[config.mk]
export PLATFORM = sky130hd
export DESIGN_NAME = stereo_pcm_gain_saturate
export DESIGN_NICKNAME = d
export VERILOG_FILES = /design/src/rtl/spgs_pkg.sv /design/src/rtl/stereo_pcm_gain_saturate.sv /design/src/rtl/spgs_lane.sv
export VERILOG_INCLUDE_DIRS = /design/src /design/src/rtl
export SDC_FILE = /design/constraint.sdc
export NUM_CORES = 2
export LEC_CHECK = 0
export ABC_AREA = 1
export BUFFER_PORTS_ARGS = -buffer_cell sky130_fd_sc_hd__buf_4
export CAP_MARGIN = 25
export CORE_MARGIN = 2
export CORE_UTILIZATION = 45
export CTS_BUF_LIST = sky130_fd_sc_hd__clkbuf_2 sky130_fd_sc_hd__clkbuf_4 sky130_fd_sc_hd__clkbuf_8
export CTS_CLUSTER_DIAMETER = 100
export DETAILED_ROUTE_END_ITERATION = 7
export SLEW_MARGIN = 20
export SYNTH_ARGS = -nofsm -noshare
export SYNTH_HDL_FRONTEND = slang
export SYNTH_HIERARCHICAL = 1
export SYNTH_SLANG_ARGS = --single-unit
export TNS_END_PERCENT = 50
[constraint.sdc]
create_clock -name clk -period 8 [get_ports clk]
set_clock_uncertainty 0.1 [all_clocks]
set_input_delay 0.4 -clock clk [delete_from_list [all_inputs] [get_ports clk]]
set_output_delay 0.4 -clock clk [all_outputs]
set_load 0.01 [all_outputs]
[src/rtl/stereo_pcm_gain_saturate_macros.svh]
// ----------------------------------------------------------------------------
// stereo_pcm_gain_saturate assertion macros
// Shared property wrappers; all checks use clk and rst_n of the module.
// ----------------------------------------------------------------------------
`ifndef STEREO_PCM_GAIN_SATURATE_MACROS_SVH
`define STEREO_PCM_GAIN_SATURATE_MACROS_SVH

`ifndef NO_ASSERTIONS

// same-cycle implication
`define SPGS_ASSERT_IMP(lbl, ante, cons) \
  lbl: assert property (@(posedge clk) disable iff (!rst_n) (ante) |-> (cons)) \
    else $error("spgs check failed");

// next-cycle implication
`define SPGS_ASSERT_NXT(lbl, ante, cons) \
  lbl: assert property (@(posedge clk) disable iff (!rst_n) (ante) |=> (cons)) \
    else $error("spgs check failed");

`else

`define SPGS_ASSERT_IMP(lbl, ante, cons)
`define SPGS_ASSERT_NXT(lbl, ante, cons)

`endif

`endif

[src/rtl/spgs_pkg.sv]
// ----------------------------------------------------------------------------
// spgs_pkg
// Types and constants of the stereo PCM gain/saturate block.
// ----------------------------------------------------------------------------
`default_nettype none

package spgs_pkg;

  localparam int WORD_W   = 32;
  localparam int SAMP_W   = 24;   // widest sample (24-bit mode)
  localparam int GAIN_W   = 17;   // Q4.12 signed
  localparam int FRAC_W   = 12;
  localparam int PROD_W   = SAMP_W + GAIN_W;
  localparam int SHIFT_W  = PROD_W - FRAC_W;
  localparam int CLAMP_W  = SAMP_W + 1;  // holds +/- 2^23
  localparam int NUM_FIELDS = 2;         // channels carried by the payload
  localparam int ADDR_W   = 3;

  localparam logic [GAIN_W-1:0] GAIN_RESET = 17'd8192;  // 2.0

  typedef enum logic [0:0] {
    REG_FORMAT = 1'b0,
    REG_GAIN   = 1'b1
  } reg_idx_t;

  typedef struct packed {
    logic signed [WORD_W-1:0] left_word;
    logic signed [WORD_W-1:0] right_word;
    logic                     frame_end_in;
  } in_t;

  typedef struct packed {
    logic signed [WORD_W-1:0] left_out;
    logic signed [WORD_W-1:0] right_out;
    logic                     frame_end_out;
  } out_t;

  // per-stage load enables
  typedef struct packed {
    logic s1;
    logic s2;
    logic s3;
  } adv_t;

endpackage

`default_nettype wire

[src/rtl/stereo_pcm_gain_saturate.sv]
// ----------------------------------------------------------------------------
// stereo_pcm_gain_saturate
// Stereo PCM gain with saturation and full-scale trim, 16-bit or 24-in-32.
//
//   channel   direction  handshake                 payload
//   in_       input      in_valid / in_stall       spgs_pkg::in_t
//   out_      output     out_valid / out_stall     spgs_pkg::out_t
//   config    input      psel/penable/pwrite/...   32-bit APB registers
//
// One frame per cycle unless out_stall holds a full pipe; registered stages multiply, clamp, trim/repack.
// Stage valid bits travel with the data; a bubble is filled while stalled.
// in_stall follows out_stall combinationally only when all stages are full.
// Sync reset empties the pipe and sets format 16-bit, gain 2.0.
// ----------------------------------------------------------------------------
`default_nettype none

`include "stereo_pcm_gain_saturate_macros.svh"

module stereo_pcm_gain_saturate #(
  parameter int CHANNELS = 2
) (
  input  wire logic                            clk,
  input  wire logic                            rst_n,

  input  wire logic                            in_valid,
  output      logic                            in_stall,
  input  wire spgs_pkg::in_t                   in_data,

  output      logic                            out_valid,
  input  wire logic                            out_stall,
  output      spgs_pkg::out_t                  out_data,

  input  wire logic                            psel,
  input  wire logic                            penable,
  input  wire logic                            pwrite,
  input  wire logic [spgs_pkg::ADDR_W-1:0]     paddr,
  input  wire logic [31:0]                     pwdata,
  output      logic [31:0]                     prdata,
  output      logic                            pready
);

  logic                              fmt_r, fmt_nxt;
  logic signed [spgs_pkg::GAIN_W-1:0] gain_r, gain_nxt;
  logic                              cfg_wr;
  spgs_pkg::reg_idx_t                reg_idx;

  logic v1_r, v2_r, v3_r;
  logic fe1_r, fe2_r, fe3_r;
  spgs_pkg::adv_t adv;

  logic [spgs_pkg::WORD_W-1:0] lane_in  [spgs_pkg::NUM_FIELDS];
  logic [spgs_pkg::WORD_W-1:0] lane_out [spgs_pkg::NUM_FIELDS];

  // configuration registers
  assign pready  = 1'b1;
  assign cfg_wr  = psel && penable && pwrite;
  assign reg_idx = spgs_pkg::reg_idx_t'(paddr[2]);

  always_comb begin
    fmt_nxt  = fmt_r;
    gain_nxt = gain_r;
    if (cfg_wr) begin
      case (reg_idx)
        spgs_pkg::REG_FORMAT: fmt_nxt  = pwdata[0];
        spgs_pkg::REG_GAIN:   gain_nxt = pwdata[spgs_pkg::GAIN_W-1:0];
        default: ;
      endcase
    end
  end

  always_comb begin
    case (reg_idx)
      spgs_pkg::REG_FORMAT: prdata = {31'b0, fmt_r};
      spgs_pkg::REG_GAIN:   prdata = {{(32-spgs_pkg::GAIN_W){1'b0}}, gain_r};
      default:              prdata = '0;
    endcase
  end

  always_ff @(posedge clk) begin
    if (!rst_n) begin
      fmt_r  <= 1'b0;
      gain_r <= spgs_pkg::GAIN_RESET;
    end else begin
      fmt_r  <= fmt_nxt;
      gain_r <= gain_nxt;
    end
  end

  // pipeline control: a stage loads when empty or when the next one moves
  assign adv.s3   = !v3_r || !out_stall;
  assign adv.s2   = !v2_r || adv.s3;
  assign adv.s1   = !v1_r || adv.s2;
  assign in_stall = !adv.s1;

  always_ff @(posedge clk) begin
    if (!rst_n) begin
      v1_r <= 1'b0;
      v2_r <= 1'b0;
      v3_r <= 1'b0;
    end else begin
      if (adv.s1) v1_r <= in_valid;
      if (adv.s2) v2_r <= v1_r;
      if (adv.s3) v3_r <= v2_r;
    end
  end

  always_ff @(posedge clk) begin
    if (adv.s1) fe1_r <= in_data.frame_end_in;
    if (adv.s2) fe2_r <= fe1_r;
    if (adv.s3) fe3_r <= fe2_r;
  end

  assign lane_in[0] = in_data.left_word;
  assign lane_in[1] = in_data.right_word;

  for (genvar c = 0; c < spgs_pkg::NUM_FIELDS; c++) begin : g_lane
    if (c < CHANNELS) begin : g_on
      spgs_lane u_lane (
        .clk      (clk),
        .adv      (adv),
        .wide     (fmt_r),
        .gain     (gain_r),
        .word     (lane_in[c]),
        .word_out (lane_out[c])
      );
    end else begin : g_off
      assign lane_out[c] = '0;
    end
  end

  assign out_valid              = v3_r;
  assign out_data.left_out      = lane_out[0];
  assign out_data.right_out     = lane_out[1];
  assign out_data.frame_end_out = fe3_r;

  `SPGS_ASSERT_IMP(a_free_out_no_stall, !out_stall, !in_stall)
  `SPGS_ASSERT_NXT(a_accept_fills_s1, in_valid && !in_stall, v1_r)
  `SPGS_ASSERT_NXT(a_s2_moves_to_s3, v2_r && adv.s3, v3_r)
  `SPGS_ASSERT_IMP(a_full_pipe_stalls, v1_r && v2_r && v3_r && out_stall, in_stall)

endmodule

`default_nettype wire

[src/rtl/spgs_lane.sv]
// ----------------------------------------------------------------------------
// spgs_lane
// One channel datapath: multiply, shift and clamp, trim and repack.
// ----------------------------------------------------------------------------
`default_nettype none

module spgs_lane (
  input  wire logic                                  clk,
  input  wire spgs_pkg::adv_t                        adv,
  input  wire logic                                  wide,
  input  wire logic signed [spgs_pkg::GAIN_W-1:0]    gain,
  input  wire logic        [spgs_pkg::WORD_W-1:0]    word,
  output      logic        [spgs_pkg::WORD_W-1:0]    word_out
);

  localparam logic signed [spgs_pkg::SHIFT_W-1:0] FULL_HI = spgs_pkg::SHIFT_W'(1 << 23);
  localparam logic signed [spgs_pkg::SHIFT_W-1:0] FULL_LO = spgs_pkg::SHIFT_W'(1 << 15);

  logic signed [spgs_pkg::SAMP_W-1:0]  samp;
  logic signed [spgs_pkg::PROD_W-1:0]  prod_nxt, prod_r;
  logic signed [spgs_pkg::SHIFT_W-1:0] shifted, full, full_neg;
  logic signed [spgs_pkg::CLAMP_W-1:0] p_nxt, p_r;
  logic signed [spgs_pkg::CLAMP_W-1:0] y;
  logic        [spgs_pkg::WORD_W-1:0]  word_nxt, word_r;

  // stage 1: sample extract and multiply
  always_comb begin
    if (wide) begin
      samp = word[31:8];
    end else begin
      samp = {{8{word[15]}}, word[15:0]};
    end
    prod_nxt = spgs_pkg::PROD_W'(samp) * spgs_pkg::PROD_W'(gain);
  end

  // stage 2: floor shift by 12 and clamp to +/- full scale
  always_comb begin
    shifted  = prod_r[spgs_pkg::PROD_W-1:spgs_pkg::FRAC_W];
    full     = wide ? FULL_HI : FULL_LO;
    full_neg = -full;
    if (shifted > full) begin
      p_nxt = full[spgs_pkg::CLAMP_W-1:0];
    end else if (shifted < full_neg) begin
      p_nxt = full_neg[spgs_pkg::CLAMP_W-1:0];
    end else begin
      p_nxt = shifted[spgs_pkg::CLAMP_W-1:0];
    end
  end

  // stage 3: p*(F-1)/F toward zero is p moved one step toward zero
  always_comb begin
    if (p_r > 0) begin
      y = p_r - spgs_pkg::CLAMP_W'(1);
    end else if (p_r < 0) begin
      y = p_r + spgs_pkg::CLAMP_W'(1);
    end else begin
      y = '0;
    end
    if (wide) begin
      word_nxt = {y[23:0], 8'h00};
    end else begin
      word_nxt = {{16{y[15]}}, y[15:0]};
    end
  end

  always_ff @(posedge clk) begin
    if (adv.s1) begin
      prod_r <= prod_nxt;
    end
    if (adv.s2) begin
      p_r <= p_nxt;
    end
    if (adv.s3) begin
      word_r <= word_nxt;
    end
  end

  assign word_out = word_r;

endmodule

`default_nettype wire
# Yosys cells after proc, flatten, opt, wreduce, memory -nomap -nowiden
# Cells that the tools add are included.
dict set report op_classes {
  add_sub_neg 5
  multipliers 2
  reduce_logical 12
  magnitude_cmp 8
  muxes 14
  n_bitwise 1
}
# cell count
set op_table {}
lappend op_table {{$mux W24} 7}
lappend op_table {{$mux W25} 4}
lappend op_table {{$mul A24 B17 Y41} 2}
lappend op_table {{$mux W32} 2}
lappend op_table {{$pmux W32 S2} 1}
lappend op_table {{$lt A29 B29 Y1} 2}
lappend op_table {{$gt A25 B1 Y1 const B} 2}
lappend op_table {{$lt A25 B1 Y1 const B} 2}
lappend op_table {{$add A24 B2 Y24 const B} 2}
lappend op_table {{$sub A24 B2 Y24 const B} 2}
lappend op_table {{$gt A29 B25 Y1} 1}
lappend op_table {{$gt A29 B29 Y1} 1}
lappend op_table {{$neg A24 Y29} 1}
lappend op_table {{$logic_not A1 Y1} 5}
lappend op_table {{$reduce_and A2 Y1} 2}
lappend op_table {{$logic_or A1 B1 Y1} 3}
lappend op_table {{$logic_and A1 B1 Y1} 2}
lappend op_table {{$not A1 Y1} 1}
dict set report totals {
  elab_cells 58
  regBits 220
}

# Logic depth before layout (Yosys ltp)
dict set report depth {
  ltp_word 5
  ltp_mapped 34
}

# By module
# Netlist, hierarchy kept.
# module cells_per_inst area_each_um2 n_inst seq_area_each_um2
set by_module_without_submodules {}
lappend by_module_without_submodules {{spgs_lane (g_lane[0].g_on.u_lane)} 2563 20290.7 1 2582.5}
lappend by_module_without_submodules {{spgs_lane (g_lane[1].g_on.u_lane)} 2587 20126.8 1 2582.5}
lappend by_module_without_submodules {stereo_pcm_gain_saturate 190 1290.0 1 510.5}

# Worst setup path before layout
# No wires, ideal clock.
dict set report synth_timing {
  path_type {reg-to-reg}
  startpoint {reg fmt_r}
  endpoint {reg g_lane[0].g_on.u_lane/prod_r[35] in the netlist's numbering, data pin}
  stages_incl_launch_ff 24
  t_required_ns 7.648
  setup_slack_ns 1.223
  arrival_time_ns 6.424
  setup_time_ns 0.252
  path_cell_list {dfxtp_1 buf_2 nor2_2 inv_1 nand2_1 inv_1 clkbuf_1 nor2_1 fa_1 fa_1 inv_1 fa_1 fa_1 fa_1 fa_1 inv_1 ha_1 a21oi_1 o21ai_0 a21oi_1 a21boi_0 nand2_1 nand2_1 nand2_1}
}
dict set report synth_via {
  elab_chain_len 2
}
# element line
set synth_rtl {}
lappend synth_rtl {{from (decl)} stereo_pcm_gain_saturate.sv:42} ;# logic fmt_r, fmt_nxt;
lappend synth_rtl {{from (signal assigned)} stereo_pcm_gain_saturate.sv:84} ;# fmt_r <= fmt_nxt;
lappend synth_rtl {{$mux W24} spgs_lane.sv:28} ;# if (wide) begin
lappend synth_rtl {{$mul A24 B17 Y41} spgs_lane.sv:33} ;# prod_nxt = spgs_pkg::PROD_W'(samp) * spgs_pkg::PROD_W'(gain);
lappend synth_rtl {{via g_lane[0].g_on.u_lane.prod_nxt (one bit)} spgs_lane.sv:20} ;# logic signed [spgs_pkg::PROD_W-1:0] prod_nxt, prod_r;
lappend synth_rtl {{to (signal assigned)} spgs_lane.sv:68} ;# prod_r <= prod_nxt;
lappend synth_rtl {{to (decl)} spgs_lane.sv:20}
# The timed path passes the listed nets, and every way through them passes these cells.
# A chain may end at the register's enable or synchronous reset.

# Final worst setup path
dict set report layout_timing {
  startpoint {reg fmt_r}
  endpoint {reg g_lane[1].g_on.u_lane/prod_r[22] in the netlist's numbering, data pin}
}
dict set report layout_via {
  elab_chain_len 2
}
# element line
set layout_rtl {}
lappend layout_rtl {{$mux W24} spgs_lane.sv:28}
lappend layout_rtl {{$mul A24 B17 Y41} spgs_lane.sv:33}
lappend layout_rtl {{via g_lane[1].g_on.u_lane.prod_nxt (one bit)} spgs_lane.sv:20}
lappend layout_rtl {{to (signal assigned)} spgs_lane.sv:68}
lappend layout_rtl {{to (decl)} spgs_lane.sv:20}
# The timed path passes the listed nets, and every way through them passes these cells.

==> results.md <==
- Crit start category: flip-flop
- Most used DFF post-synth: edfxtp_1
- Period minus WS final: 7.48 ns
- Pre-CTS setup slack: 0.477 ns
- Synth Area in Simple Gates: 22.6%
- Residual DRC: 0
- Mapped cell area: 41,700 um^2
- Xor-xnor portion of the synthesized cell area: approximately 1.5%
- Share of cells above drive strength 1: under 10%
- Final WS setup: 0.522 ns
- # clock sinks: 196
- Cell family with most CP delay: adder cells
- Worst Max-Slew Pin Slew: between 0.8 and 0.9 ns
- Fin nets: 6,620
- Vias per cell: around 5
- YS warnings: 6
- Clock root buffer: clkbuf_8
- RR Startpoint: fmt_r$_SDFFE_PN0P_
- DP HPWL: 104 mm
- FF+latch area: between 5000 and 6000 um^2
- IO Count: 207
- Post-synth top area cell: fa_1
- CTS Buf Count: 17
- Adder-Cell Fraction of Synth Area: 44.9%
- Sequential fraction of the synthesis area: 13.6%
- Clock transition at the registers of the reported paths: 0.12 ns
- Synth unique cells: 54
- Site row count: 111
- Die footprint: 95,100 um^2
- RSZ-0062 raised after global routing: false
- Crit Path Class: flip-flop to flip-flop
- Asr flop ratio synth: 0%
- Critical Path AT: 7.68 ns
- Max rail drop VDD: 0.000115 V
- Status: completed
- Fin util: 49.1%
- Post-synthesis mux area share: 0%
- Synth-to-Final Area Change: 8.13%
- Flop-to-flop setup slack: ~0.52 ns
- Global-route wire length before repair: 198 mm
- Gr usage total: 27.3%
- CP endpoint kind: flip-flop
- Final WL: 124 mm
- Initial antenna violation count: 2
- DRT Pass-1 Iters: 7
- CP dominant cell by count: inv_1
- Initial Utilization: 45.4%
- Fin area: 45,100 um^2
- Largest cells by area after synthesis: fa_1, edfxtp_1, inv_1
- Worst-case clock buffer depth: 2
- Min-Delay Startpoint: pwdata[3]
- Core area: 91,800 um^2
- Slew Viols, Final: 0
- Non-Filler Instances: 6,753
- Drt wl/cell: 18.3 um
- CP peak stage delay: 0.56 ns
- Initial drt markers: 2,416
- GRT overflow: 0
- Syn Area/Cell: a little under 8 um^2
- FILL cells: around 9,200
- Die W: 308 um
- Area occupied by multi-input gates: between 30,000 and 40,000 um^2
- Headroom to the max-slew limit: about two fifths
- FF+latch count, synth: 196
- Main combinational cell family by area after synthesis: adder cells
- PwrDens: around 200 nW/um^2
- Critical R2R Capture: g_lane[1].g_on.u_lane/prod_r[22]$_DFFE_PP_
- Worst Hold End: gain_r[3]$_SDFFE_PN0P_
- H-tree Lvls: 4
- DP Area: roughly 45,000 um^2
- Vias in the first global route: 35,047
- Fin crit share: 93.5%
- Synth top cells by count: inv_1, nand2_1, fa_1
- Min-Delay Path Depth: 5
- GP Congestion: between 0.9 and 1
- Setup_tns: 0 ns
- Port-buffer cells: 173
- Synth top area share: between 30% and 40%
- Reg2reg path depth: 26
- Die Ht: 308 um
- Cell count after synthesis: 5,340
- Detailed-route via count: 33,912
- Largest net degree at the start of global routing: 64
- Placed cell count: 6,706
- Final hold vios: 0
- Leakage: 23.8 nW
- Req. time, crit path: 8.20 ns
- # setup viols final: 0
- Worst path slowest cell: fa_1
- Worst path bufs/invs: 10
- Number of flops mapped to enable cells by yosys: 175
- Antenna Nets Post-Route: 0
- CTS tree: done
- FMAX: approximately 0.13 GHz
- Synth Area in Compound Gates: ~3.7%
- Worst Path Max Fanout: 24
- Hold Crit Class: input port to flip-flop
- Clock latency on the worst-skew pair: 0.56 ns
- Max Cap Viol: 0
-- tightest hold or removal path, delay by kind of cell --
kind          cells  cell delay (ns)
simple gates      3             0.18
buf+inv           2             0.11
-- layout make-up --
| type | instances | share of cell area (%) |
|---|---|---|
| multi-input combinational | 3697 | 67.4 |
| clock inverter | 13 | 0.269 |
| antenna | 1 | 0.00555 |
| timing repair buffer | 294 | 4.98 |
| tap | 1243 | 3.45 |
| inverter | 1291 | 10.8 |
| sequential | 196 | 12.6 |
| clock buffer | 18 | 0.535 |
-- cells by family after synthesis --
family | after synthesis
AND/OR/NAND/NOR | 2310
buffers and inverters | 1461
XOR/XNOR | 72
adder cells (fa/ha/maj) | 1016
other | 2
AO/OA/AOI/OAI | 283
flip-flops | 196
-- placed cells by master, fill, tap and decap left out, types with 4 or more instances in the layout --
master	instances
nand4_1	43
o21ai_0	89
clkbuf_8	17
clkinv_1	13
inv_1	1253
nand3_1	170
a21oi_1	119
o21bai_1	14
nor2_1	719
a21o_1	8
nand3_2	6
nand2_2	24
dfxtp_2	5
xor2_1	57
nor3_2	4
fa_1	799
dlygate4sd3_1	15
nor4_1	9
o21ai_1	25
o21ai_2	7
nor3_1	31
edfxtp_1	175
o21a_1	8
xnor2_1	15
ha_1	216
dfxtp_1	15
a21boi_0	4
nor2_2	13
buf_4	279
or2_2	6
conb_1	16
inv_2	25
nand2_1	1252
nor2_4	16
-- flip-flops by register name, summed over array words and instances, names as in the netlist --
name	flops
fe1_r	1
fe2_r	1
fe3_r	1
fmt_r	1
g_lane.g_on.u_lane/p_r	50
g_lane.g_on.u_lane/prod_r	58
g_lane.g_on.u_lane/word_out	64
gain_r	17
out_valid	1
v1_r	1
v2_r	1
-- power by group --
part | total (mW) | internal [mW] | switching (mW) | leakage, nW
clock | 0.625 | 0.227 | 0.398 | 0.180
combinational | 6.20 | 2.17 | 4.03 | 21.6
sequential | 2.22 | 1.80 | 0.412 | 2.08
total | 9.04 | 4.20 | 4.84 | 23.8
-- what timing repair did --
action                     in CTS  in global routing
hold buffers                   15                  0
setup endpoints to repair       0                  2
setup buffers                   0                  0
resized for setup               0                  1
hold endpoints to repair       12                  0
-- per-stage QoR --
stage          power, mW  hold WS, ns
6_report            9.04       0.0494
4_1_cts             9.06      0.00106
3_5_place_dp        8.40        0.305
5_1_grt             10.0       0.0494
2_1_floorplan       6.45        0.300
3_3_place_gp        8.35        0.302
-- worst max path at each step --
stage	start	to	slack, ns	cells after the start
finish	fmt_r$_SDFFE_PN0P_	g_lane[1].g_on.u_lane/prod_r[22]$_DFFE_PP_	0.52	26
detailed placement	in_data[48]	g_lane[0].g_on.u_lane/prod_r[39]$_DFFE_PP_	0.48	23
floorplan	fmt_r$_SDFFE_PN0P_	g_lane[0].g_on.u_lane/prod_r[35]$_DFFE_PP_	1.22	23
global route	fmt_r$_SDFFE_PN0P_	g_lane[0].g_on.u_lane/prod_r[39]$_DFFE_PP_	0.06	21
CTS	fmt_r$_SDFFE_PN0P_	g_lane[0].g_on.u_lane/prod_r[39]$_DFFE_PP_	0.43	21
global placement	in_data[48]	g_lane[0].g_on.u_lane/prod_r[39]$_DFFE_PP_	0.57	23
-- per-layer routing --
layer / wire length [um] / GRT usage [%] / vias to the layer above
li1: - / - / 15961
met1: 54600 / 38.3 / 16522
met2: 55100 / 42.6 / 1259
met3: 10800 / 6.01 / 170
met4: 3260 / 7.29 / 0
met5: 0 / 0 / -
(Power assumes the default switching activity.)
